## src/hw/rtl/ilce_pkg.sv

```systemverilog
// ----------------------------------------------------------------------------
// ilce_pkg: shared types and constants
// fixed-point scales, datapath widths and the constant divider set-up
// ----------------------------------------------------------------------------
package ilce_pkg;

  // port-level field widths
  localparam int PIX_CH     = 3;
  localparam int RAW_W      = 8;
  localparam int CURVE_W    = 12;
  localparam int GAIN_W     = 10;
  localparam int GAIN_RESET = 256;
  localparam int IN_DATA_W  = 64;
  localparam int OUT_DATA_W = 24;
  localparam int CURVE_LSB  = PIX_CH * RAW_W;

  // fixed-point scales: unit level and unit curve strength
  localparam int UNIT_SCALE  = 1020;
  localparam int CURVE_SCALE = 1024;
  localparam int CHAN_MAX    = 255;
  localparam int CURVE_SHIFT = $clog2(CURVE_SCALE);
  // unit scale = odd part times a power of two
  localparam int UNIT_ODD    = 255;
  localparam int UNIT_SHIFT  = $clog2(UNIT_SCALE / UNIT_ODD);
  localparam int STEP        = UNIT_SCALE / CHAN_MAX;
  localparam int STEP_SHIFT  = $clog2(STEP);

  // input normalisation: shift by two then by four
  localparam int NORM_SHIFT  = 2 + 4;
  localparam int NORM_PROD_W = RAW_W + GAIN_W;

  // level held between passes, saturated to +-(2^24-1)
  localparam int LEVEL_W     = 25;
  localparam int LEVEL_LIMIT = (1 << (LEVEL_W - 1)) - 1;

  // one pass of the curve
  localparam int ITER_STAGES = 8;
  localparam int DIFF_W      = LEVEL_W + 1;
  localparam int PROD_W      = 50;
  localparam int SPLIT_LO    = 25;
  localparam int MLO_W       = CURVE_W + SPLIT_LO + 1;
  localparam int MHI_W       = CURVE_W + PROD_W - SPLIT_LO;
  localparam int ACC_W       = 62;
  localparam int DIV_SHIFT   = CURVE_SHIFT + UNIT_SHIFT;
  localparam int T_W         = ACC_W - DIV_SHIFT;

  // quotients beyond +-2^26 saturate anyway, so the dividend is clamped there
  localparam int    QOFS_SHIFT = 26;
  localparam int    QOFS       = 1 << QOFS_SHIFT;
  localparam longint TCLAMP    = longint'(UNIT_ODD) << QOFS_SHIFT;
  localparam int    N_W        = 35;

  // n = h*2^17 + l  ->  n/odd = h*SPLIT_MUL + (h*SPLIT_REM + l)/odd
  localparam int SPLIT_W   = 17;
  localparam int H_W       = N_W - SPLIT_W;
  localparam int SPLIT_MUL = (1 << SPLIT_W) / UNIT_ODD;
  localparam int SPLIT_REM = (1 << SPLIT_W) % UNIT_ODD;
  localparam int R_W       = 20;
  localparam int QH_W      = 28;

  // reciprocal for the narrow remainder, exact for every 20-bit value
  localparam int     RECIP_SHIFT = 28;
  localparam longint RECIP       = (longint'(1) << RECIP_SHIFT) / UNIT_ODD + 1;
  localparam int     RP_W        = 41;
  localparam int     Q1_W        = 13;
  localparam int     Q_W         = 29;
  localparam int     S_W         = 30;

  typedef logic signed [LEVEL_W-1:0] level_t;
  typedef logic signed [CURVE_W-1:0] curve_t;
  typedef logic        [RAW_W-1:0]   pixel_t;

  typedef struct packed {
    logic valid;
    logic last;
  } pipe_ctrl_t;

endpackage

```

## src/hw/rtl/ilce_merge.sv

```systemverilog
// ----------------------------------------------------------------------------
// ilce_merge: lane merge and output buffer
// packs the channel bytes into one item, output register plus skid stage
// ----------------------------------------------------------------------------
module ilce_merge
  import ilce_pkg::*;
(
  input  logic                         clk_i,
  input  logic                         rst_ni,
  input  pipe_ctrl_t                   pipe_i,
  input  logic [PIX_CH-1:0][RAW_W-1:0] level_i,
  input  logic                         m_tready_i,
  output logic                         m_tvalid_o,
  output logic [OUT_DATA_W-1:0]        m_tdata_o,
  output logic                         m_tlast_o,
  output logic                         en_o
);

  logic                  out_valid_d, out_valid_q;
  logic [OUT_DATA_W-1:0] out_data_d, out_data_q;
  logic                  out_last_d, out_last_q;
  logic                  skid_valid_d, skid_valid_q;
  logic [OUT_DATA_W-1:0] skid_data_d, skid_data_q;
  logic                  skid_last_d, skid_last_q;
  logic [OUT_DATA_W-1:0] merged;
  logic                  arrive;

  assign merged = OUT_DATA_W'(level_i);
  // the pipeline only moves while the skid stage is empty
  assign en_o   = !skid_valid_q;
  assign arrive = pipe_i.valid && en_o;

  always_comb begin
    out_valid_d  = out_valid_q;
    out_data_d   = out_data_q;
    out_last_d   = out_last_q;
    skid_valid_d = skid_valid_q;
    skid_data_d  = skid_data_q;
    skid_last_d  = skid_last_q;
    if (!out_valid_q || m_tready_i) begin
      if (skid_valid_q) begin
        out_valid_d  = 1'b1;
        out_data_d   = skid_data_q;
        out_last_d   = skid_last_q;
        skid_valid_d = 1'b0;
      end else begin
        out_valid_d = arrive;
        out_data_d  = merged;
        out_last_d  = pipe_i.last;
      end
    end else if (arrive) begin
      skid_valid_d = 1'b1;
      skid_data_d  = merged;
      skid_last_d  = pipe_i.last;
    end
  end

  always_ff @(posedge clk_i or negedge rst_ni) begin
    if (!rst_ni) begin
      out_valid_q  <= 1'b0;
      skid_valid_q <= 1'b0;
    end else begin
      out_valid_q  <= out_valid_d;
      skid_valid_q <= skid_valid_d;
    end
  end

  always_ff @(posedge clk_i) begin
    out_data_q  <= out_data_d;
    out_last_q  <= out_last_d;
    skid_data_q <= skid_data_d;
    skid_last_q <= skid_last_d;
  end

  assign m_tvalid_o = out_valid_q;
  assign m_tdata_o  = out_data_q;
  assign m_tlast_o  = out_last_q;

endmodule

```

## config.mk

```make
export PLATFORM = sky130hd
export DESIGN_NAME = ilce_merge
export DESIGN_NICKNAME = d
export VERILOG_FILES = /design/src/hw/rtl/ilce_pkg.sv /design/src/hw/rtl/ilce_merge.sv
export SDC_FILE = /design/constraint.sdc
export NUM_CORES = 1
export LEC_CHECK = 0
export ABC_AREA = 1
export BUFFER_PORTS_ARGS = -buffer_cell sky130_fd_sc_hd__buf_4
export CORE_MARGIN = 3
export CORE_UTILIZATION = 35
export DETAILED_ROUTE_END_ITERATION = 10
export PLACE_DENSITY = 0.69
export SLEW_MARGIN = 20
export SYNTH_ARGS = -nofsm -noshare
export SYNTH_HDL_FRONTEND = slang
export SYNTH_SLANG_ARGS = --single-unit
```

## constraint.sdc

```tcl
create_clock -name clk_i -period 4.1 [get_ports clk_i]
set_input_delay 0.41 -clock clk_i [delete_from_list [all_inputs] [get_ports clk_i]]
set_output_delay 0.41 -clock clk_i [all_outputs]
set_load 0.005 [all_outputs]
```

; After elaboration in Yosys (flattened, before gate mapping)
; Cells that the tools add are included.
[op_classes]
muxes = 5
bitwise_logic = 1
reduce_logical = 6
[ops]
columns = op, count
row1 = 24-bit 2-to-1 mux, 1
row2 = 1-bit 2-to-1 mux, 4
row3 = 1-bit logical NOT, 2
row4 = 2-bit AND reduction, 1
row5 = 2-bit nonzero test, 1
row6 = 1-bit logical AND, 1
row7 = 1-bit logical OR, 1
row8 = 1-bit NOT, 1
[word_totals]
ff_bits = 52
inputBits = 29
out_inout_bits = 27
wordCells = 18

; Longest topological paths before layout
[depth]
ltp_word = 4
mapped_depth = 5
depth_no_buf = 3

; Worst setup path before layout
; OpenSTA, ideal clock, no wires.
[synth_path]
path_type = in2reg
from = in m_tready_i
to = reg skid_data_q[0] (enable)
setup_time_ps = 407
arrival_time_ps = 2198
required_time_ps = 3693
slack_ps = 1494
stages = 3
path_buffers = 0
cell_sequence = inv_1 -> nand2_1 -> nor2_1
[synth_between]
elab_chain_cells = 3
[synth_rtl]
columns = item, line_no
row1 = start: declaration, ilce_merge.sv:12  ; input logic m_tready_i,
row2 = 1-bit logical OR, ilce_merge.sv:40  ; if (!out_valid_q || m_tready_i) begin
row3 = 1-bit NOT (no source line), --
row4 = 2-bit AND reduction (no source line), --
row5 = end signal: assignment, ilce_merge.sv:71  ; skid_data_q <= skid_data_d;
row6 = end: declaration, ilce_merge.sv:23  ; logic [OUT_DATA_W-1:0] skid_data_d, skid_data_q;
; No other way between the ends.
; A chain may end at the register's enable or synchronous reset.

; Worst setup path in the final report
[layout_path]
from = reg skid_valid_q
to = reg skid_data_q[8] (enable)
[layout_between]
elab_chain_cells = 3
[layout_rtl]
columns = item, line_no
row1 = start: declaration, ilce_merge.sv:22  ; logic skid_valid_d, skid_valid_q;
row2 = start signal: assignment, ilce_merge.sv:64  ; skid_valid_q <= skid_valid_d;
row3 = 1-bit logical NOT, ilce_merge.sv:30  ; assign en_o = !skid_valid_q;
row4 = 1-bit logical AND, ilce_merge.sv:31  ; assign arrive = pipe_i.valid && en_o;
row5 = 2-bit AND reduction (no source line), --
; No other way between the ends.

==> impl_results.md <==
- Vias/cell: 4.274
- Mapped Cells: 140
- Initial core utilization: 37.24%
- Drt total wl: 3240 µm
- Synth Register Bits: 52
- Hold WS: 0.2958 ns
- Slew Limit Fails: 0
- Area growth, synth to finish: 32.14%
- Yosys cell types: 10
- FF-to-FF Start: skid_valid_q
- Syn_nets: 169
- Setup Viol. Count Final: 0
- Outcome: finished, final reports clean
- 1st-pass router iterations: 4
- CTS Root Cell: clkbuf_8
- Io pins: 56
- CP Capture Type: flip-flop
- Gpl congestion: 0.6478
- Min-Delay Path Class: input port to flip-flop
- Initial DRC count: 73
- CTS sink count: 52
- Final setup skew: 0.006988 ns
- Clock transition at path regs: 0.09 ns
- Slew @ Worst Pin: 0.9499 ns
- CTS Buf Count: 5
- RSZ-0062 raised after global routing: no
- Static leakage: 1.100 nW
- Fmax: 0.4659 GHz
- Initial antenna violation count: 0
- Port Buffer Count: 55
- CTS tree: yes
- Crit path DAT: 2.07 ns
- Fillers: 463
- Fin crit share: 52.35%
- Type of the worst setup path: flip-flop to flip-flop
- Commonest cells after routing, fill and taps aside: nand2_1, buf_4, edfxtp_1
- Min-Delay Startpoint: level_i[11]
- Gr usage total: 10.87%
- Leading cell type in the layout, fill and taps excluded: nand2_1
- Synthesized area: 1951 µm²
- Crit path from: skid_valid_q
- Crit path time final: 2.146 ns
- Worst setup SP type: flip-flop
- Worst-Skew Late Latency: 0.29 ns
- Final #Nets: 228
- H-tree levels: 2
- Vias in the first global route: 1105
- Register area share after synthesis: 79.54%
- Final WS setup: 1.954 ns
- Core Box Area: 5238 µm²
- Flop-to-flop setup slack: 1.95 ns
- Die Ht: 80.66 µm
- Slew HR: 36.68%
- Ys Warns: 0
- Grt total ovfl: 0
- Setup_tns: 0 ns
- First-pass GRT wire length: 5202 µm
- Worst EP required: 4.03 ns
- Via count: 1154
- Post-DP HPWL: 2279 µm
- # rows: 26
- Routed wire length per instance: 12.00 µm
- Post-placement setup slack: 1.587 ns
- Util after Layout: 49.21%
- Chip width: 80.66 µm
- Peak VDD IR: 193.3 µV
- Post-route ant nets: 0
- Max-Cap Viols: 0
- Share of layout cells above drive strength 1: 37.50%
- N_diodes: 0
- Mapped Avg Cell Area: 13.93 µm²
- Crit Path Max Fanout: 27
- DR DRC count: 0
- Pwr dens: 476.1 nW/µm²
- Largest net degree at the start of global routing: 29
- CTS Buffer Depth: 2
- Final hold violation count: 0
- Full die area: 6505 µm²
==> flip-flops by register name, summed over array words and instances (netlist names) <==
register and count:
skid_data_q 24, skid_valid_q 1, m_tvalid_o 1, m_tlast_o 1
m_tdata_o 24, skid_last_q 1
==> logic make-up (layout without fill, tap and decap cells) <==
kind of cell,after synthesis,count (layout),synth area share [%]
buffers and inverters,7,67,3.720
and+or+nand+nor,81,81,16.74
DFF,52,52,79.54
==> area by class of cell <==
type | count | area [µm²] | area share [%]
flip-flops and latches | 52 | 1551 | 60.19
clock inverters | 3 | 90.09 | 3.495
well taps | 70 | 87.58 | 3.398
clock buffers | 5 | 68.82 | 2.670
multi-input cells | 81 | 334.1 | 12.96
repair buffers | 57 | 430.4 | 16.70
inverters | 2 | 15.01 | 0.5825
==> synth_stat cells, drive strengths merged <==
master / instances / share of area [%]
buf: 5 / 3.0
dfrtp: 2 / 2.6
edfxtp: 50 / 77
nand2: 78 / 16
inv: 2 / 0.77
nor2: 3 / 0.58
==> timing repair <==
| item | CTS | global route |
|---|---|---|
| gates resized for setup | 0 | 0 |
| buffers inserted | 0 | 0 |
| hold endpoints to repair | 2 | 0 |
| hold buffers | 1 | 0 |
==> per-stage QoR <==
| stage | cells | instance area [µm²] | total power, mW |
|---|---|---|---|
| after floorplan | 140 | 1951 | 0.7070 |
| after global placement | 261 | 2404 | 0.7774 |
| after detailed placement | 261 | 2404 | 0.7794 |
| after CTS | 270 | 2572 | 1.238 |
| after global routing | 270 | 2577 | 1.270 |
| final | 270 | 2577 | 1.227 |
==> final timing paths <==
| path | cells after the start | endpoint |
|---|---|---|
| min reg2reg | 2 | m_tlast_o |
| max in group asynchronous | 2 | skid_valid_q |
| max | 3 | skid_data_q[8] |
| max reg2reg | 3 | skid_data_q[8] |
| min | 1 | skid_data_q[11] |
| min in group asynchronous | 2 | m_tvalid_o |
==> critical path, cell delays in order, from the launching register on <==
cell and delay (ns):
dfrtp_1 0.74, inv_8 0.34, nand2_1 0.13, nor2_4 0.55
==> power by group <==
group	total [mW]	switching, mW	internal [mW]
Clock	0.462	0.157	0.305
Sequential	0.646	0.0163	0.630
Combinational	0.119	0.0561	0.0626
Total	1.23	0.230	0.997
==> metal layers <==
metal	GRT usage (%)	wire (µm)	vias to the layer above
met3	3.251	260	2
met1	13.25	1291	532
met2	17.88	1664	37
met5	0	0	-
met4	4.561	24	0
li1	-	-	583
Power figures use the tool's default switching activity.
